[src/rtl/core/sld_pkg.sv]
`timescale 1ns / 1ps
// ----------------------------------------------------------------------------
// Speed settle detector package
// Shared types, codes and constants for the speed settle detector.
// ----------------------------------------------------------------------------
package sld_pkg;

	// Field widths
	localparam int RPM_W   = 10;
	localparam int SUM_W   = 11;
	localparam int THR_W   = 10;
	localparam int PROD_W  = 21;

	// Value limits and scale
	localparam logic [RPM_W-1:0] RPM_LIMIT    = RPM_W'(600);
	localparam logic [SUM_W-1:0] SUM_LIMIT    = SUM_W'(1200);
	localparam logic [PROD_W-1:0] SETTLE_SCALE = PROD_W'(1000);
	localparam logic [THR_W-1:0] THR_RESET    = THR_W'(918);

	// Command codes
	localparam logic [1:0] CMD_SAMPLE    = 2'd0;
	localparam logic [1:0] CMD_ENGAGE    = 2'd1;
	localparam logic [1:0] CMD_DISENGAGE = 2'd2;

	// Run modes
	typedef enum logic [1:0] {
		MODE_IDLE = 2'd0,
		MODE_UP   = 2'd1,
		MODE_DOWN = 2'd2,
		MODE_AT   = 2'd3
	} mode_t;

	// Controller states
	typedef enum logic [2:0] {
		ST_IDLE,
		ST_EVICT,
		ST_WRITE,
		ST_SCAN,
		ST_MUL,
		ST_DONE
	} state_t;

	// Commands from controller to datapath
	typedef struct packed {
		logic load;
		logic rd_evict;
		logic write;
		logic scan;
		logic mul;
		logic finish;
	} sld_cmd_t;

	// Status from datapath to controller
	typedef struct packed {
		logic scan_done;
	} sld_stat_t;

	// Clamp a speed reading to the rpm limit
	function automatic logic [RPM_W-1:0] sat_rpm(input logic [RPM_W-1:0] v);
		return (v > RPM_LIMIT) ? RPM_LIMIT : v;
	endfunction

endpackage

[src/rtl/core/speed_settle_detector.sv]
`timescale 1ns / 1ps
// ----------------------------------------------------------------------------
// Speed settle detector
// Sliding-window settle detection for a pair of motor speed readings.
// ----------------------------------------------------------------------------
// Each item takes a command and two speed readings and returns one result
// item with the run mode, the reached-speed event and the window min, max and
// fill state. The item steps through evict, write, window scan, multiply and
// finish; the scan walks every sample held after the push through the single
// read port of the sample ring, and no new item is taken until the result is
// registered. A finished result waits in the output register while the next
// item is taken in; a result still stalled when the next one finishes holds
// the block until it is taken.
module speed_settle_detector #(
	parameter int WINDOW_DEPTH = 50
) (
	input  logic        clk,
	input  logic        arst_n,
	input  logic        cfg_we,
	input  logic [9:0]  cfg_wdata,     // ratio_threshold_permille
	input  logic        s_tvalid,
	output logic        s_tready,
	input  logic [31:0] s_tdata,       // target_rpm, primary_rpm, secondary_rpm, zero pad
	input  logic [1:0]  s_tuser,       // cmd
	output logic        m_tvalid,
	input  logic        m_tready,
	output logic [31:0] m_tdata        // mode, reached_speed, window_min, window_max,
	                                   // window_full, zero pad
);
	import sld_pkg::*;

	sld_cmd_t         cmd;
	sld_stat_t        stat;
	logic [1:0]       out_mode;
	logic             out_reached;
	logic [SUM_W-1:0] out_min, out_max;
	logic             out_full;

	sld_ctrl u_ctrl (
		.clk      (clk),
		.arst_n   (arst_n),
		.s_tvalid (s_tvalid),
		.s_tready (s_tready),
		.m_tvalid (m_tvalid),
		.m_tready (m_tready),
		.stat     (stat),
		.cmd      (cmd)
	);

	sld_datapath #(
		.WINDOW_DEPTH (WINDOW_DEPTH)
	) u_dp (
		.clk          (clk),
		.arst_n       (arst_n),
		.cmd          (cmd),
		.stat         (stat),
		.cfg_we       (cfg_we),
		.cfg_wdata    (cfg_wdata),
		.in_cmd       (s_tuser),
		.in_target    (s_tdata[9:0]),
		.in_primary   (s_tdata[19:10]),
		.in_secondary (s_tdata[29:20]),
		.out_mode     (out_mode),
		.out_reached  (out_reached),
		.out_min      (out_min),
		.out_max      (out_max),
		.out_full     (out_full)
	);

	// Pack the result item
	assign m_tdata = {6'd0, out_full, out_max, out_min, out_reached, out_mode};

endmodule

[src/rtl/core/sld_ctrl.sv]
`timescale 1ns / 1ps
// ----------------------------------------------------------------------------
// Speed settle detector controller
// Sequences one item through evict, write, window scan, multiply and result.
// ----------------------------------------------------------------------------
module sld_ctrl (
	input  logic              clk,
	input  logic              arst_n,
	input  logic              s_tvalid,
	output logic              s_tready,
	output logic              m_tvalid,
	input  logic              m_tready,
	input  sld_pkg::sld_stat_t stat,
	output sld_pkg::sld_cmd_t  cmd
);
	import sld_pkg::*;

	state_t state_q, state_nxt;
	logic   out_valid_q;

	// State register and result valid flag
	always_ff @(posedge clk or negedge arst_n) begin
		if (!arst_n) begin
			state_q     <= ST_IDLE;
			out_valid_q <= 1'b0;
		end else begin
			state_q <= state_nxt;
			if (cmd.finish) begin
				out_valid_q <= 1'b1;
			end else if (m_tready) begin
				out_valid_q <= 1'b0;
			end
		end
	end

	// Next state and commands
	always_comb begin
		state_nxt = state_q;
		cmd       = '0;
		s_tready  = 1'b0;
		case (state_q)
			ST_IDLE: begin
				s_tready = 1'b1;
				if (s_tvalid) begin
					cmd.load  = 1'b1;
					state_nxt = ST_EVICT;
				end
			end
			ST_EVICT: begin
				cmd.rd_evict = 1'b1;
				state_nxt    = ST_WRITE;
			end
			ST_WRITE: begin
				cmd.write = 1'b1;
				state_nxt = ST_SCAN;
			end
			ST_SCAN: begin
				cmd.scan = 1'b1;
				if (stat.scan_done) begin
					state_nxt = ST_MUL;
				end
			end
			ST_MUL: begin
				cmd.mul   = 1'b1;
				state_nxt = ST_DONE;
			end
			ST_DONE: begin
				if (!out_valid_q || m_tready) begin
					cmd.finish = 1'b1;
					state_nxt  = ST_IDLE;
				end
			end
			default: begin
				state_nxt = ST_IDLE;
			end
		endcase
	end

	assign m_tvalid = out_valid_q;

endmodule

[src/rtl/core/sld_datapath.sv]
`timescale 1ns / 1ps
// ----------------------------------------------------------------------------
// Speed settle detector datapath
// Sample ring memory, window min/max scan, ratio products and mode update.
// ----------------------------------------------------------------------------
module sld_datapath #(
	parameter int WINDOW_DEPTH = 50
) (
	input  logic                      clk,
	input  logic                      arst_n,
	input  sld_pkg::sld_cmd_t         cmd,
	output sld_pkg::sld_stat_t        stat,
	input  logic                      cfg_we,
	input  logic [sld_pkg::THR_W-1:0] cfg_wdata,
	input  logic [1:0]                in_cmd,
	input  logic [sld_pkg::RPM_W-1:0] in_target,
	input  logic [sld_pkg::RPM_W-1:0] in_primary,
	input  logic [sld_pkg::RPM_W-1:0] in_secondary,
	output logic [1:0]                out_mode,
	output logic                      out_reached,
	output logic [sld_pkg::SUM_W-1:0] out_min,
	output logic [sld_pkg::SUM_W-1:0] out_max,
	output logic                      out_full
);
	import sld_pkg::*;

	localparam int IDX_W = (WINDOW_DEPTH > 1) ? $clog2(WINDOW_DEPTH) : 1;
	localparam int CNT_W = $clog2(WINDOW_DEPTH + 1);
	localparam int ADR_W = CNT_W + 1;
	localparam logic [IDX_W-1:0] LAST_SLOT = IDX_W'(WINDOW_DEPTH - 1);
	localparam logic [CNT_W-1:0] DEPTH_CNT = CNT_W'(WINDOW_DEPTH);

	logic [SUM_W-1:0] mem [WINDOW_DEPTH];
	logic [SUM_W-1:0] rd_data_q;
	logic [IDX_W-1:0] rd_addr;
	logic             rd_en;

	logic [THR_W-1:0] thr_q;
	mode_t            mode_q;
	logic [RPM_W-1:0] target_q;
	logic [CNT_W-1:0] count_q;
	logic [IDX_W-1:0] oldest_q;
	logic [SUM_W-1:0] sum_q;
	logic [SUM_W-1:0] evicted_q;
	logic             evict_q;
	logic [IDX_W-1:0] scan_ptr_q;
	logic [CNT_W-1:0] scan_left_q;
	logic             rd_vld_s1;
	logic [SUM_W-1:0] lo_q, hi_q;
	logic [PROD_W-1:0] prod_lo_q, prod_hi_q;

	logic             full;
	logic [ADR_W-1:0] wr_sum;
	logic [IDX_W-1:0] wr_addr;
	logic [IDX_W-1:0] oldest_nxt;
	logic [CNT_W-1:0] count_nxt;
	logic [IDX_W-1:0] scan_ptr_inc;
	logic             ratio_ok, drop_ok, settle;
	logic [RPM_W-1:0] tgt_sat;

	assign full    = (count_q == DEPTH_CNT);
	assign tgt_sat = sat_rpm(in_target);

	// Slot for the new sample: oldest when full, else oldest plus count wrapped
	always_comb begin
		wr_sum = ADR_W'(oldest_q) + ADR_W'(count_q);
		if (full) begin
			wr_addr = oldest_q;
		end else if (wr_sum >= ADR_W'(WINDOW_DEPTH)) begin
			wr_addr = IDX_W'(wr_sum - ADR_W'(WINDOW_DEPTH));
		end else begin
			wr_addr = IDX_W'(wr_sum);
		end
		if (full) begin
			oldest_nxt = (oldest_q == LAST_SLOT) ? '0 : oldest_q + 1'b1;
			count_nxt  = count_q;
		end else begin
			oldest_nxt = oldest_q;
			count_nxt  = count_q + 1'b1;
		end
	end

	// Read address: evicted slot, then the scan walk
	assign scan_ptr_inc = (scan_ptr_q == LAST_SLOT) ? '0 : scan_ptr_q + 1'b1;
	assign rd_en   = cmd.rd_evict || (cmd.scan && (scan_left_q != '0));
	assign rd_addr = cmd.rd_evict ? oldest_q : scan_ptr_q;

	// Sample memory, one write and one registered read port
	always_ff @(posedge clk) begin
		if (cmd.write) begin
			mem[wr_addr] <= sum_q;
		end
		if (rd_en) begin
			rd_data_q <= mem[rd_addr];
		end
	end

	// Settle test on the finished window
	assign ratio_ok = (prod_lo_q > prod_hi_q) && (lo_q < hi_q);
	assign drop_ok  = evict_q && (evicted_q > sum_q);
	assign settle   = ((mode_q == MODE_UP) || (mode_q == MODE_DOWN)) && full &&
			(ratio_ok || drop_ok);

	// Control state: threshold, mode, target, ring pointers, scan counters
	always_ff @(posedge clk or negedge arst_n) begin
		if (!arst_n) begin
			thr_q       <= THR_RESET;
			mode_q      <= MODE_IDLE;
			target_q    <= '0;
			count_q     <= '0;
			oldest_q    <= '0;
			scan_left_q <= '0;
			rd_vld_s1   <= 1'b0;
		end else begin
			if (cfg_we) begin
				thr_q <= cfg_wdata;
			end
			rd_vld_s1 <= cmd.scan && (scan_left_q != '0);
			// Apply the command of the new item
			if (cmd.load) begin
				case (in_cmd)
					CMD_ENGAGE: begin
						if (target_q > tgt_sat) begin
							mode_q <= MODE_DOWN;
						end else if (target_q < tgt_sat) begin
							mode_q <= MODE_UP;
						end
						target_q <= tgt_sat;
						count_q  <= '0;
						oldest_q <= '0;
					end
					CMD_DISENGAGE: begin
						mode_q   <= MODE_IDLE;
						target_q <= '0;
						count_q  <= '0;
						oldest_q <= '0;
					end
					default: begin
					end
				endcase
			end
			// Push the sample and start the walk at the oldest entry
			if (cmd.write) begin
				count_q     <= count_nxt;
				oldest_q    <= oldest_nxt;
				scan_left_q <= count_nxt;
			end else if (cmd.scan && (scan_left_q != '0)) begin
				scan_left_q <= scan_left_q - 1'b1;
			end
			if (cmd.finish && settle) begin
				mode_q <= MODE_AT;
			end
		end
	end

	// Payload registers
	always_ff @(posedge clk) begin
		if (cmd.load) begin
			sum_q <= SUM_W'(sat_rpm(in_primary)) + SUM_W'(sat_rpm(in_secondary));
		end
		if (cmd.write) begin
			evicted_q  <= rd_data_q;
			evict_q    <= full;
			scan_ptr_q <= oldest_nxt;
			lo_q       <= SUM_LIMIT;
			hi_q       <= '0;
		end else if (cmd.scan && (scan_left_q != '0)) begin
			scan_ptr_q <= scan_ptr_inc;
		end
		// Fold each returned entry into min and max
		if (rd_vld_s1) begin
			if (rd_data_q < lo_q) begin
				lo_q <= rd_data_q;
			end
			if (rd_data_q > hi_q) begin
				hi_q <= rd_data_q;
			end
		end
		if (cmd.mul) begin
			prod_lo_q <= PROD_W'(lo_q) * SETTLE_SCALE;
			prod_hi_q <= PROD_W'(thr_q) * PROD_W'(hi_q);
		end
		// Hold the result for the output side
		if (cmd.finish) begin
			out_mode    <= settle ? MODE_AT : mode_q;
			out_reached <= settle && (mode_q == MODE_UP);
			out_min     <= lo_q;
			out_max     <= hi_q;
			out_full    <= full;
		end
	end

	assign stat.scan_done = (scan_left_q == '0) && !rd_vld_s1;

endmodule

[config.mk]
export PLATFORM = sky130hd
export DESIGN_NAME = speed_settle_detector
export DESIGN_NICKNAME = d
export VERILOG_FILES = /design/src/rtl/core/sld_pkg.sv /design/src/rtl/core/speed_settle_detector.sv /design/src/rtl/core/sld_ctrl.sv /design/src/rtl/core/sld_datapath.sv
export SDC_FILE = /design/constraint.sdc
export NUM_CORES = 1
export LEC_CHECK = 0
export BUFFER_PORTS_ARGS = -buffer_cell sky130_fd_sc_hd__buf_2
export CORE_MARGIN = 2
export CORE_UTILIZATION = 40
export DETAILED_ROUTE_END_ITERATION = 7
export PLACE_DENSITY = 0.6
export SETUP_SLACK_MARGIN = 0.4
export SYNTH_ARGS = -nofsm -noshare
export SYNTH_HDL_FRONTEND = slang
export SYNTH_SLANG_ARGS = --single-unit
[constraint.sdc]
create_clock -name clk -period 10.2 [get_ports clk]
set_input_delay 1.53 -clock clk [delete_from_list [all_inputs] [get_ports clk]]
set_output_delay 1.53 -clock clk [all_outputs]
set_load 0.05 [all_outputs]
==> impl_table.tex, run 1 <==
\begin{tabular}{lr}
\hline
Metric & Value \\
\hline
\multicolumn{2}{l}{\textbf{CTS}} \\
\quad Clock tree from TritonCTS & yes \\
\quad Sink count of the clock tree & roughly 720 \\
\quad Hold Buf Count CTS & 0 \\
\quad Clock H-tree levels & 3 \\
\quad Post-CTS setup repair buffer count & 0 \\
\quad Post-CTS sizing & 0 \\
\quad Cell chosen for the clock root & sky130\_fd\_sc\_hd\_\_clkbuf\_16 \\
\quad CTS buffer count & 74 \\
\quad Maximum clock path buffer count & 3 \\
\quad Clock Latency Late Sink & 650 ps \\
\quad CTS clk-pin slew, worst paths & about 60 ps \\
\multicolumn{2}{l}{\textbf{Timing}} \\
\quad Final setup skew & approximately 40 ps \\
\quad Final setup violation count & 0 \\
\quad Worst slew slack as a fraction of its limit & between 10\% and 20\% \\
\quad Final worst-path cycle share & 55.2\% \\
\quad Setup repair after global routing missed its margin & false \\
\quad Max-slew violation total from the final report & 0 \\
\quad Sum of negative setup slack & 0 ps \\
\quad Count of endpoints failing hold in the final timing report & 0 \\
\quad Fmax & roughly 180 MHz \\
\quad Min Clock Period, post-route & roughly 5600 ps \\
\quad Transition time of the tightest slew-check pin & 1330 ps \\
\quad Post-Route Hold Slack & between 400 and 500 ps \\
\multicolumn{2}{l}{\textbf{Floorplan}} \\
\quad Area of the placeable core & 0.0885 mm² \\
\quad Number of core rows & between 100 and 150 \\
\quad Total Die Area & between 0.09 and 0.1 mm² \\
\quad X dimension of the die & 303 µm \\
\quad I/O pin cnt & 83 \\
\quad Initial Utilization & 40.4\% \\
\quad Die extent in y & between 300 and 400 µm \\
\multicolumn{2}{l}{\textbf{Drt}} \\
\quad DRC violation count after routing & 10 \\
\quad Count of nets left with antenna violations after detail routing & 0 \\
\quad Via-per-instance ratio & 5.40 \\
\quad Iteration-0 DRC Markers & 1646 \\
\quad Number of iterations in the first detailed-routing pass & 8 \\
\quad Average wire per standard cell & 21.9 µm \\
\quad Final routed wirelength across all metal layers & 80.7 mm \\
\quad Vias & 19900 \\
\multicolumn{2}{l}{\textbf{Placement}} \\
\quad Half-perimeter wire length of the detailed placement result & 52.2 mm \\
\quad Port buffer count & 74 \\
\quad Global placer's final weighted congestion & 0.856 \\
\multicolumn{2}{l}{\textbf{Setup path}} \\
\quad Crit path max fanout & 13 \\
\quad Delay contributed by the slowest stage of the critical path & approximately 730 ps \\
\quad Kind of cell adding the most delay to the critical path & adder cells \\
\quad Max stage delay cell, worst path & sky130\_fd\_sc\_hd\_\_dfxtp\_1 \\
\quad Most frequent cell on the critical path & sky130\_fd\_sc\_hd\_\_fa\_1 \\
\quad Critical path class & flip-flop to flip-flop \\
\quad Sort of element at the end of the critical path & flip-flop \\
\quad Cell depth of the worst flop-to-flop path & 17 \\
\quad Arrival time at the worst endpoint & 6020 ps \\
\quad Startpoint class of the critical path & flip-flop \\
\quad WP data required & 10590 ps \\
\quad Cell chain of the critical path & nand2\_1 > fa\_1 > fa\_1 > inv\_1 > fa\_1 > fa\_1 > inv\_1 > fa\_1 > inv\_1 > ha\_1 > and3\_1 > a31oi\_1 > nor2b\_1 > o21ai\_0 > a41o\_1 > o211ai\_1 > xnor2\_1 \\
\quad Bufs and invs on worst path & 3 \\
\quad Critical path depth in cells & 17 \\
\multicolumn{2}{l}{\textbf{Logic synthesis}} \\
\quad Number of distinct library cells after synthesis & around 80 \\
\quad Most instantiated flip-flop cell in the synthesis netlist & sky130\_fd\_sc\_hd\_\_edfxtp\_1 \\
\quad Synthesis warning total & 0 \\
\quad Number of register bits inferred by synthesis & 722 \\
\quad Cell count after synthesis & 2379 \\
\quad Post-synthesis instance area & approximately 0.036 mm² \\
\quad Top cell type's share of synthesized area & 55.0\% \\
\quad Seq/Total Area, Yosys & 59.5\% \\
\quad Async S/R FF share, synth & 6.23\% \\
\quad Post-synthesis average cell area & roughly 15 µm² \\
\quad Cell accounting for the most synthesized area & sky130\_fd\_sc\_hd\_\_edfxtp\_1 \\
\quad Synth top area cells & sky130\_fd\_sc\_hd\_\_edfxtp\_1 55\%, sky130\_fd\_sc\_hd\_\_mux4\_2 8.1\%, sky130\_fd\_sc\_hd\_\_ha\_1 6.9\% \\
\quad Number of enable flip-flop cells after synthesis & 655 \\
\multicolumn{2}{l}{\textbf{Cells and area}} \\
\quad Fillcell total & approximately 7700 \\
\quad Area grow syn2layout & 11.3\% \\
\quad Leading cell types in the layout, fill and taps excluded & 655 x sky130\_fd\_sc\_hd\_\_edfxtp\_1, 197 x sky130\_fd\_sc\_hd\_\_ha\_1, 186 x sky130\_fd\_sc\_hd\_\_inv\_1 \\
\quad Nets & $\sim$2800 \\
\quad Share of post-route cells with drive strength above 1 & about 15\% \\
\quad Most common cell after layout, fill and taps aside & sky130\_fd\_sc\_hd\_\_edfxtp\_1 \\
\multicolumn{2}{l}{\textbf{Global routing}} \\
\quad Number of antenna violations at the first check in global routing & 1 \\
\quad Global Route Usage Sum & 18.0\% \\
\quad Vias in the first global route & roughly 21000 \\
\quad Maximum number of pins on one net before global-route repair & 132 \\
\quad Residual overflow from global routing & 0 \\
\quad Global-route wire length before repair & 125 mm \\
\multicolumn{2}{l}{\textbf{Run}} \\
\quad Count of maximum capacitance violations & 0 \\
\multicolumn{2}{l}{\textbf{Min path}} \\
\quad Cell count of the worst hold path & 2 \\
\quad Worst min path class & flip-flop to flip-flop \\
\multicolumn{2}{l}{\textbf{Status}} \\
\quad Violated checks & design-rule violations \\
\quad Result of the run & finished, violations left \\
\hline
\end{tabular}
final timing paths:
| path | from | slack, ps | endpoint |
|---|---|---|---|
| max | u_dp.hi_q[5] | 4570 | u_dp.prod_hi_q[19] |
| min | u_dp.target_q[4] | 500 | u_dp.target_q[4] |
| max reg2reg | u_dp.hi_q[5] | 4570 | u_dp.prod_hi_q[19] |
| min reg2reg | u_dp.target_q[4] | 500 | u_dp.target_q[4] |
| max in group asynchronous | arst_n | 8440 | u_dp.thr_q[0] |
| min in group asynchronous | arst_n | 1070 | u_dp.target_q[7] |
cells by family (layout without fill, tap and decap cells):
kind of cell	Yosys count	after routing	synth area share (%)
AOI/OAI and AO/OA	309	309	5.72
xor gates and xnor gates	59	59	1.47
adders and majority gates	303	303	12.8
buffers and inverters	291	424	3.42
DFF	722	722	59.5
muxes	190	190	9.97
other	1	7	0.0105
and+or+nand+nor	504	504	7.12
registers in the layout (all words and copies together) (netlist names), 3 cells and up:
name,count
u_dp.thr_q,10
u_dp.mem,550
u_dp.rd_data_q,11
u_dp.out_min,11
u_ctrl.state_q,3
u_dp.target_q,10
u_dp.lo_q,11
u_dp.hi_q,11
u_dp.prod_hi_q,21
u_dp.count_q,6
u_dp.scan_ptr_q,6
u_dp.oldest_q,6
u_dp.sum_q,11
u_dp.evicted_q,11
u_dp.out_max,11
u_dp.scan_left_q,6
u_dp.prod_lo_q,18
final cells by class:
| class | count | area (µm²) | share of cell area (%) |
|---|---|---|---|
| tap | 1165 | 1460 | 3.67 |
| sequential | 722 | 21200 | 53.4 |
| inverter | 187 | 702 | 1.77 |
| antenna | 1 | 2.50 | 0.00629 |
| multi-input combinational | 1371 | 13300 | 33.5 |
| timing repair buffer | 103 | 613 | 1.54 |
| clock inverter | 41 | 464 | 1.17 |
| clock buffer | 93 | 1970 | 4.97 |
through the flow:
stage / setup slack, ps / instance area, µm² / util [%] / instances
floorplan: 4910 / 35700 / - / 2384
global placement: 4510 / 37300 / 42.2 / 3548
finish: 4570 / 39800 / 44.9 / 3683
global route: 4210 / 39800 / 44.9 / 3682
detailed placement: 4520 / 37300 / 42.2 / 3548
CTS: 4540 / 39800 / 44.9 / 3682
synthesized netlist by cell type, types with 15 or more instances:
cell and instances:
sky130_fd_sc_hd__inv_1 186, sky130_fd_sc_hd__dfxtp_1 22, sky130_fd_sc_hd__mux4_2 129, sky130_fd_sc_hd__nor2b_1 24, sky130_fd_sc_hd__xor2_1 21, sky130_fd_sc_hd__buf_4 19
sky130_fd_sc_hd__xnor2_1 37, sky130_fd_sc_hd__a22oi_1 27, sky130_fd_sc_hd__fa_1 106, sky130_fd_sc_hd__nor3_1 26, sky130_fd_sc_hd__nand2_1 141, sky130_fd_sc_hd__o22ai_1 28
sky130_fd_sc_hd__ha_1 197, sky130_fd_sc_hd__clkbuf_1 51, sky130_fd_sc_hd__edfxtp_1 655, sky130_fd_sc_hd__nand4_1 21, sky130_fd_sc_hd__and2_1 74, sky130_fd_sc_hd__nand2b_1 15
sky130_fd_sc_hd__a21oi_1 64, sky130_fd_sc_hd__nand3_1 37, sky130_fd_sc_hd__buf_2 24, sky130_fd_sc_hd__nor2_1 101, sky130_fd_sc_hd__mux2i_1 44, sky130_fd_sc_hd__o21ai_0 54
sky130_fd_sc_hd__dfrtp_1 39, sky130_fd_sc_hd__a21o_1 34
worst register-to-register path, stage by stage, from the launching register on:
cell and delay [ps]:
sky130_fd_sc_hd__dfxtp_1 730, sky130_fd_sc_hd__nand2_1 200, sky130_fd_sc_hd__fa_1 550, sky130_fd_sc_hd__fa_1 550, sky130_fd_sc_hd__inv_1 50, sky130_fd_sc_hd__fa_1 490, sky130_fd_sc_hd__fa_1 510, sky130_fd_sc_hd__inv_1 50
sky130_fd_sc_hd__fa_1 480, sky130_fd_sc_hd__inv_1 40, sky130_fd_sc_hd__ha_1 330, sky130_fd_sc_hd__and3_1 190, sky130_fd_sc_hd__a31oi_1 210, sky130_fd_sc_hd__nor2b_1 210, sky130_fd_sc_hd__o21ai_0 200, sky130_fd_sc_hd__a41o_1 290
sky130_fd_sc_hd__o211ai_1 230, sky130_fd_sc_hd__xnor2_1 80
per-layer routing:
| metal | share of wire, % | vias to the layer above | track usage [%] |
|---|---|---|---|
| met2 | 50 | 536 | 31.3 |
| met3 | 5.2 | 107 | 2.77 |
| met4 | 2.5 | 0 | 5.09 |
| li1 | - | 9067 | - |
| met5 | 0 | - | 0 |
| met1 | 42 | 10200 | 23.6 |
Power of run 1 is left out: the tool's default activity adds up to more than one toggle a clock period on the data nets, which glitch-free logic cannot reach.
==> run 2: changes to the inputs <==
ABC_AREA = 1   (was not set)
clock period = 5.77 ns   (was 10.2 ns; I/O delays follow)
==> impl_table.tex, run 2 <==
\begin{tabular}{lr}
\hline
Metric & Value \\
\hline
\multicolumn{2}{l}{\textbf{Status}} \\
\quad Result of the run & completed \\
\multicolumn{2}{l}{\textbf{Cells and area}} \\
\quad Share of post-route cells with drive strength above 1 & 9.35\% (-6.1 points) \\
\quad Nets & 3898 (+39\%) \\
\quad Area grow syn2layout & 11.9\% \\
\quad Top Registers & u\_dp.mem (550), u\_dp.prod\_hi\_q (21), u\_dp.prod\_lo\_q (18) \\
\quad Most common cell after layout, fill and taps aside & sky130\_fd\_sc\_hd\_\_edfxtp\_1 \\
\quad Most flops, register & u\_dp.mem \\
\quad Number of antenna repair diodes & 0 (-1) \\
\quad Number of flip-flops in the largest register & 550 (unchanged) \\
\quad Leading cell types in the layout, fill and taps excluded & 655 x sky130\_fd\_sc\_hd\_\_edfxtp\_1, 500 x sky130\_fd\_sc\_hd\_\_nand2\_1, 434 x sky130\_fd\_sc\_hd\_\_nor2\_1 \\
\multicolumn{2}{l}{\textbf{Drt}} \\
\quad DRC violation count after routing & 0 (-10) \\
\quad Iteration-0 DRC Markers & 2125 (+29\%) \\
\quad Count of nets left with antenna violations after detail routing & 0 (unchanged) \\
\quad Number of iterations in the first detailed-routing pass & 7 (-1) \\
\quad Via-per-instance ratio & 5.18 (-4.1\%) \\
\quad Final routed wirelength across all metal layers & 90.8 mm (+13\%) \\
\quad Vias & 25100 (+26\%) \\
\quad Average wire per standard cell & 18.7 µm (-14\%) \\
\multicolumn{2}{l}{\textbf{Setup path}} \\
\quad WP data required & 6160 ps (-4430 ps) \\
\quad Crit path max fanout & 11 (-2) \\
\quad End of the worst register-to-register path & u\_dp.prod\_hi\_q[18] \\
\quad Startpoint class of the critical path & flip-flop \\
\quad Cell depth of the worst flop-to-flop path & 18 (+1) \\
\quad Sort of element at the end of the critical path & flip-flop \\
\quad Internal reg-to-reg setup slack & 680 ps (-3890 ps) \\
\quad R2r startpoint & u\_dp.thr\_q[2] \\
\quad Critical path class & flip-flop to flip-flop \\
\quad Arrival time at the worst endpoint & 5480 ps (-540 ps) \\
\multicolumn{2}{l}{\textbf{Pwr}} \\
\quad Static Leak & 0.0168 µW \\
\quad Sequential cell fraction of total power & 28.1\% \\
\quad Peak ir drop on the vdd network & slightly below 0.0008 V \\
\quad Cell internal power dissipation & 14500 µW \\
\quad Combinational fraction of design power & 53.1\% \\
\quad Clock Power Share & 18.8\% \\
\quad Switching share of power & 45.0\% \\
\quad Total net switching power & roughly 12000 µW \\
\quad Pwr Density & between 600 and 700 mW/mm² \\
\multicolumn{2}{l}{\textbf{Logic synthesis}} \\
\quad Post-synthesis average cell area & 10.8 µm² (-28\%) \\
\quad Most repeated cell in the gate-level netlist after synthesis & sky130\_fd\_sc\_hd\_\_edfxtp\_1 \\
\quad Number of register bits inferred by synthesis & 722 (unchanged) \\
\quad Post-synthesis instance area & 0.0373 mm² (+4.3\%) \\
\quad Cell accounting for the most synthesized area & sky130\_fd\_sc\_hd\_\_edfxtp\_1 \\
\quad Number of distinct library cells after synthesis & 52 (-33\%) \\
\quad Most frequent cells after synthesis & 655 x sky130\_fd\_sc\_hd\_\_edfxtp\_1, 500 x sky130\_fd\_sc\_hd\_\_nand2\_1, 436 x sky130\_fd\_sc\_hd\_\_nor2\_1 \\
\quad Cell count after synthesis & 3457 (+45\%) \\
\quad Top cell type's share of synthesized area & 52.8\% (-2.3 points) \\
\quad Synth top area cells & sky130\_fd\_sc\_hd\_\_edfxtp\_1 53\%, sky130\_fd\_sc\_hd\_\_ha\_1 6.6\%, sky130\_fd\_sc\_hd\_\_fa\_1 5.7\% \\
\quad Number of enable flip-flop cells after synthesis & 655 (unchanged) \\
\quad Async S/R FF share, synth & 6.23\% (unchanged) \\
\quad Most instantiated flip-flop cell in the synthesis netlist & sky130\_fd\_sc\_hd\_\_edfxtp\_1 \\
\quad Synthesis warning total & 0 (unchanged) \\
\quad Seq/Total Area, Yosys & 57.0\% (-2.5 points) \\
\multicolumn{2}{l}{\textbf{CTS}} \\
\quad CTS clk-pin slew, worst paths & 60 ps (about the same) \\
\quad Clock Latency Late Sink & 650 ps (about the same) \\
\quad Maximum clock path buffer count & 3 (unchanged) \\
\quad Clock H-tree levels & 3 (unchanged) \\
\quad Cell chosen for the clock root & sky130\_fd\_sc\_hd\_\_clkbuf\_16 \\
\quad Sink count of the clock tree & 722 (unchanged) \\
\quad Clock tree from TritonCTS & yes \\
\quad CTS buffer count & 80 (+8.1\%) \\
\multicolumn{2}{l}{\textbf{Floorplan}} \\
\quad I/O pin cnt & 83 (unchanged) \\
\quad Number of core rows & 111 (+1.8\%) \\
\quad X dimension of the die & 309 µm (+2.1\%) \\
\quad Total Die Area & 0.0957 mm² (+4.3\%) \\
\quad Area of the placeable core & 0.0921 mm² (+4.0\%) \\
\quad Die extent in y & 309 µm (+2.1\%) \\
\quad Initial Utilization & 40.5\% (+0.12 points) \\
\multicolumn{2}{l}{\textbf{Timing}} \\
\quad Worst slew slack as a fraction of its limit & 22.7\% (+12 points) \\
\quad Final setup violation count & 0 (unchanged) \\
\quad Transition time of the tightest slew-check pin & 1160 ps (-179 ps) \\
\quad Sum of negative setup slack & 0 ps (unchanged) \\
\quad Post-Route Hold Slack & 325 ps (-174 ps) \\
\quad Count of endpoints failing hold in the final timing report & 0 (unchanged) \\
\quad Min Clock Period, post-route & 5090 ps (-538 ps) \\
\quad Max-slew violation total from the final report & 0 (unchanged) \\
\quad Setup repair after global routing missed its margin & false \\
\quad Final worst-path cycle share & 88.3\% (+33 points) \\
\quad Fmax & 196 MHz (+11\%) \\
\quad Final setup skew & 47.7 ps (+7.67 ps) \\
\multicolumn{2}{l}{\textbf{Global routing}} \\
\quad Global-route wire length before repair & 142 mm (+13\%) \\
\quad Global Route Usage Sum & 19.2\% (+1.1 points) \\
\quad Maximum number of pins on one net before global-route repair & 160 (+21\%) \\
\quad Number of antenna violations at the first check in global routing & 0 (-1) \\
\quad Vias in the first global route & 24900 (+19\%) \\
\quad Residual overflow from global routing & 0 (unchanged) \\
\multicolumn{2}{l}{\textbf{Run}} \\
\quad Count of maximum capacitance violations & 0 (unchanged) \\
\multicolumn{2}{l}{\textbf{Placement}} \\
\quad Port buffer count & 74 (unchanged) \\
\quad Global placer's final weighted congestion & 0.833 (-2.7\%) \\
\quad Half-perimeter wire length of the detailed placement result & 56.7 mm (+8.6\%) \\
\multicolumn{2}{l}{\textbf{Min path}} \\
\quad Worst min path class & input pin to async pin \\
\hline
\end{tabular}
[run 2: cell count changes after synthesis, moves of 73 or more]
| cell | delta |
|---|---|
| sky130_fd_sc_hd__nand2_1 | +359 |
| sky130_fd_sc_hd__nor2_1 | +335 |
| sky130_fd_sc_hd__o21ai_0 | +254 |
| sky130_fd_sc_hd__inv_1 | +189 |
| sky130_fd_sc_hd__nand3_1 | +163 |
| sky130_fd_sc_hd__o211ai_1 | +130 |
| sky130_fd_sc_hd__mux4_2 | -129 |
| sky130_fd_sc_hd__and2_1 | -73 |
[run 2: what timing repair did]
item	CTS	global route
endpoints found under the setup margin	0	4
hold buffers	0	0
buffers inserted	0	10
resized for setup	0	3
[run 2: worst max-delay path, cell delays in order, from the launching register on]
cell,delay (ps)
sky130_fd_sc_hd__dfstp_2,660
sky130_fd_sc_hd__nand2_1,110
sky130_fd_sc_hd__fa_1,510
sky130_fd_sc_hd__inv_1,50
sky130_fd_sc_hd__fa_1,480
sky130_fd_sc_hd__fa_1,510
sky130_fd_sc_hd__fa_1,490
sky130_fd_sc_hd__inv_1,50
sky130_fd_sc_hd__fa_1,470
sky130_fd_sc_hd__inv_1,40
sky130_fd_sc_hd__ha_1,320
sky130_fd_sc_hd__a21o_1,170
sky130_fd_sc_hd__inv_1,60
sky130_fd_sc_hd__nor2_1,50
sky130_fd_sc_hd__a211oi_2,180
sky130_fd_sc_hd__nand3_1,190
sky130_fd_sc_hd__a21oi_2,200
sky130_fd_sc_hd__o21ai_0,110
sky130_fd_sc_hd__xor2_1,160
[run 2: power by group through the flow]
| stage | logic, µW | registers [µW] | clock network [µW] |
|---|---|---|---|
| final | 14000 | 7410 | 4970 |
| after global routing | 15900 | 7480 | 5260 |
| after CTS | 14200 | 7420 | 5070 |
| after detailed placement | 14000 | 7520 | 0 |
| after global placement | 13900 | 7510 | 0 |
| after floorplan | 10400 | 7450 | 0 |
[run 2: worst max path at each step]
stage,start,endpoint,cells after the start
detailed placement,u_dp.thr_q[1],u_dp.prod_hi_q[18],18
global placement,u_dp.thr_q[4],u_dp.prod_hi_q[18],18
global route,u_dp.thr_q[1],u_dp.prod_hi_q[18],20
floorplan,u_dp.thr_q[1],u_dp.prod_hi_q[18],19
CTS,u_dp.thr_q[1],u_dp.prod_hi_q[18],18
finish,u_dp.thr_q[2],u_dp.prod_hi_q[18],18
[run 2: kinds of logic (layout without fill, tap and decap cells)]
logic type / Yosys count / after routing / share of synthesized area, %
other: 1 / 6 / 0.0101
AND/OR/NAND/NOR: 1220 / 1220 / 13.7
multiplexers: 10 / 10 / 0.302
adder cells (fa/ha/maj): 303 / 303 / 12.3
flip-flops: 722 / 722 / 57.0
XOR/XNOR: 51 / 51 / 1.20
buffers and inverters: 548 / 689 / 6.20
AO/OA/AOI/OAI: 602 / 602 / 9.34
[run 2: routing by layer]
metal	global-route usage [%]	share of wire [%]
met2	32.5	49
met5	0	0
met4	6.83	3.1
met1	25.4	43
met3	2.32	5.0
[run 2: area by class of cell]
| class | instances | area, µm² |
|---|---|---|
| Multi-Input combinational cell | 2192 | 13800 |
| Timing Repair Buffer | 167 | 1130 |
| Clock inverter | 41 | 418 |
| Fill cell | 8531 | 50300 |
| Inverter | 383 | 1440 |
| Clock buffer | 98 | 2120 |
| Sequential cell | 722 | 21200 |
| Tap cell | 1243 | 1560 |
[run 2: stage by stage]
step	std cells	cell area (µm²)	setup WS (ps)	power, µW	util, %
CTS	4836	41600	457	26600	45.2
global route	4846	41700	403	28700	45.3
finish	4846	41700	678	26400	45.3
floorplan	3462	37300	656	17800	-
global placement	4697	39100	506	21400	42.5
detailed placement	4697	39100	479	21600	42.5
Note: power is estimated with default switching activity, not from simulation.
==> run 3: changes to the inputs <==
CORE_MARGIN = 1   (was 2)
RECOVER_POWER = 50   (was not set)
==> impl_table.tex, run 3 (synthesized netlist as in run 2, its figures left out) <==
\begin{tabular}{lr}
\hline
Metric & Value \\
\hline
\multicolumn{2}{l}{\textbf{Setup path}} \\
\quad Startpoint class of the critical path & flip-flop \\
\quad Critical path class & flip-flop to flip-flop \\
\quad Arrival time at the worst endpoint & 5480 ps (about the same) \\
\quad Kind of cell adding the most delay to the critical path & adder cells \\
\quad Sort of element at the end of the critical path & flip-flop \\
\quad Delay contributed by the slowest stage of the critical path & 660 ps (about the same) \\
\quad Bufs and invs on worst path & 7 (+3) \\
\quad Cell chain of the critical path & clkbuf\_1 > nand2\_1 > inv\_1 > ha\_1 > inv\_1 > fa\_1 > inv\_1 > fa\_1 > fa\_1 > inv\_1 > fa\_1 > inv\_1 > ha\_1 > a21o\_1 > inv\_1 > nor2\_1 > a211oi\_2 > nand3\_2 > a21oi\_2 > o21ai\_0 > xor2\_1 \\
\quad Max stage delay cell, worst path & sky130\_fd\_sc\_hd\_\_clkbuf\_1 \\
\quad Crit path max fanout & 13 (+2) \\
\quad WP data required & 6130 ps (-30 ps) \\
\quad Most frequent cell on the critical path & sky130\_fd\_sc\_hd\_\_inv\_1 \\
\multicolumn{2}{l}{\textbf{Timing}} \\
\quad Max-slew violation total from the final report & 720 (+720) \\
\quad Setup repair after global routing missed its margin & true \\
\quad Count of endpoints failing hold in the final timing report & 0 (unchanged) \\
\quad Sum of negative setup slack & 0 ps (unchanged) \\
\quad Fmax & 196 MHz (-0.45\%) \\
\quad Min Clock Period, post-route & 5110 ps (+22.8 ps) \\
\quad Final worst-path cycle share & 88.6\% (+0.40 points) \\
\quad Post-Route Hold Slack & 486 ps (+161 ps) \\
\quad Transition time of the tightest slew-check pin & 2900 ps (+1750 ps) \\
\quad Final setup skew & 49.6 ps (+1.90 ps) \\
\quad Final setup violation count & 0 (unchanged) \\
\quad Worst slew slack as a fraction of its limit & -93.7\% (-120 points) \\
\multicolumn{2}{l}{\textbf{Global routing}} \\
\quad Residual overflow from global routing & 0 (unchanged) \\
\quad Met3 capacity usage during global routing & 2.51\% (+0.20 points) \\
\quad GRT met1 Usage & 25.2\% (-0.22 points) \\
\quad Vias in the first global route & 24500 (-1.5\%) \\
\quad Number of antenna violations at the first check in global routing & 0 (unchanged) \\
\quad Gr busiest metal & met2 \\
\quad Global-route wire length before repair & 141 mm (-0.40\%) \\
\quad Maximum number of pins on one net before global-route repair & 173 (+8.1\%) \\
\quad Global Route Usage Sum & 19.4\% (+0.25 points) \\
\quad Global-route met2 utilization & 33.3\% (+0.81 points) \\
\multicolumn{2}{l}{\textbf{Drt}} \\
\quad Final routed wirelength across all metal layers & 90.8 mm (about the same) \\
\quad Number of iterations in the first detailed-routing pass & 5 (-2) \\
\quad DRC violation count after routing & 0 (unchanged) \\
\quad Iteration-0 DRC Markers & 1982 (-6.7\%) \\
\quad Vias & 25000 (-0.29\%) \\
\quad Count of nets left with antenna violations after detail routing & 0 (unchanged) \\
\quad Average wire per standard cell & 18.7 µm (-0.18\%) \\
\quad Via-per-instance ratio & 5.16 (-0.50\%) \\
\multicolumn{2}{l}{\textbf{Cells and area}} \\
\quad Most flops, register & u\_dp.mem \\
\quad Util after Layout & 45.3\% (about the same) \\
\quad Final Cell Area & 0.0417 mm² (about the same) \\
\quad Top Registers & u\_dp.mem (550), u\_dp.prod\_hi\_q (21), u\_dp.prod\_lo\_q (18) \\
\quad Nets & 3900 (+0.051\%) \\
\quad Share of post-route cells with drive strength above 1 & 8.52\% (-0.83 points) \\
\quad Number of flip-flops in the largest register & 550 (unchanged) \\
\quad Area grow syn2layout & 11.8\% (about the same) \\
\quad Fillcell total & 8586 (+0.64\%) \\
\quad Leading cell types in the layout, fill and taps excluded & 655 x sky130\_fd\_sc\_hd\_\_edfxtp\_1, 500 x sky130\_fd\_sc\_hd\_\_nand2\_1, 437 x sky130\_fd\_sc\_hd\_\_nor2\_1 \\
\quad Area used by multi-input combinational logic & 0.0138 mm² (-0.21\%) \\
\quad Most common cell after layout, fill and taps aside & sky130\_fd\_sc\_hd\_\_edfxtp\_1 \\
\quad Area occupied by registers & 0.0212 mm² (unchanged) \\
\quad Number of antenna repair diodes & 0 (unchanged) \\
\multicolumn{2}{l}{\textbf{CTS}} \\
\quad CTS buffer count & 79 (-1.3\%) \\
\quad Sink count of the clock tree & 722 (unchanged) \\
\quad Clock tree from TritonCTS & yes \\
\quad Hold Buf Count CTS & 0 (unchanged) \\
\quad Clock Latency Late Sink & 640 ps (about the same) \\
\quad Cell chosen for the clock root & sky130\_fd\_sc\_hd\_\_clkbuf\_16 \\
\quad Maximum clock path buffer count & 3 (unchanged) \\
\quad Clock H-tree levels & 3 (unchanged) \\
\quad CTS clk-pin slew, worst paths & 60 ps (about the same) \\
\multicolumn{2}{l}{\textbf{Placement}} \\
\quad Instance area after placement & 0.0392 mm² (+0.19\%) \\
\quad Global placer's final weighted congestion & 0.842 (+1.1\%) \\
\quad Half-perimeter wire length of the detailed placement result & 56.8 mm (+0.16\%) \\
\quad Port buffer count & 74 (unchanged) \\
\multicolumn{2}{l}{\textbf{Floorplan}} \\
\quad Area of the placeable core & 0.0919 mm² (-0.15\%) \\
\quad I/O pin cnt & 83 (unchanged) \\
\quad X dimension of the die & 307 µm (-0.65\%) \\
\quad Initial Utilization & 40.5\% (+0.061 points) \\
\quad Total Die Area & 0.0944 mm² (-1.3\%) \\
\quad Number of core rows & 111 (unchanged) \\
\quad Die extent in y & 307 µm (-0.65\%) \\
\multicolumn{2}{l}{\textbf{Pwr}} \\
\quad Pwr Density & 637 mW/mm² (+0.67\%) \\
\quad Static Leak & 0.0167 µW (-0.32\%) \\
\quad Peak ir drop on the vdd network & 0.000555 V (-28\%) \\
\multicolumn{2}{l}{\textbf{Run}} \\
\quad Count of maximum capacitance violations & 15 (+15) \\
\multicolumn{2}{l}{\textbf{Status}} \\
\quad Result of the run & finished, violations left \\
\quad Violated checks & max-capacitance violations, max-slew violations \\
\multicolumn{2}{l}{\textbf{Min path}} \\
\quad Worst min path class & flip-flop to flip-flop \\
\hline
\end{tabular}
run 3: cell count changes in the layout (fill, tap and decap cells not counted), sizes merged:
cell and delta:
buf -23, bufinv +2, clkbuf +30, clkinv -1
clkinvlp +1, inv +1
run 3: final cells by class:
class	instances	area share [%]
tap	1243	3.73
inverter	383	3.45
sequential	722	50.9
clock inverter	44	1.14
multi-input combinational	2192	33.1
timing repair buffer	170	2.54
clock buffer	102	5.10
run 3: through the flow:
step | worst slack [ps] | cells | power, µW
CTS | 472 | 4853 | 26800
finish | 655 | 4856 | 26600
detailed placement | 474 | 4707 | 21700
global route | 236 | 4856 | 28800
floorplan | 656 | 3462 | 17800
global placement | 521 | 4707 | 21500
run 3: path summary, 6_finish.rpt:
kind	from	to	slack, ps	cells past startpoint
max reg2reg	u_dp.hi_q[0]	u_dp.prod_hi_q[18]	660	21
max in group asynchronous	arst_n	u_ctrl.state_q[0]	3110	2
max	u_dp.hi_q[0]	u_dp.prod_hi_q[18]	660	21
min	u_dp.hi_q[2]	u_dp.out_max[2]	490	0
min reg2reg	u_dp.hi_q[2]	u_dp.out_max[2]	490	0
min in group asynchronous	arst_n	u_dp.target_q[1]	1150	2
run 3: repair_timing:
action,CTS,global route
buffers inserted,0,3
setup endpoints to repair,0,4
resized for setup,0,4
run 3: power breakdown:
group / switching [µW] / internal, µW
Clock: 2100 / 2940
Sequential: 490 / 6940
Combinational: 9350 / 4750
Total: 11900 / 14600
run 3: layer usage:
layer	wire, µm	vias up
met5	0	-
met2	44800	641
met4	2520	0
met3	4600	154
li1	-	12100
met1	38900	12200
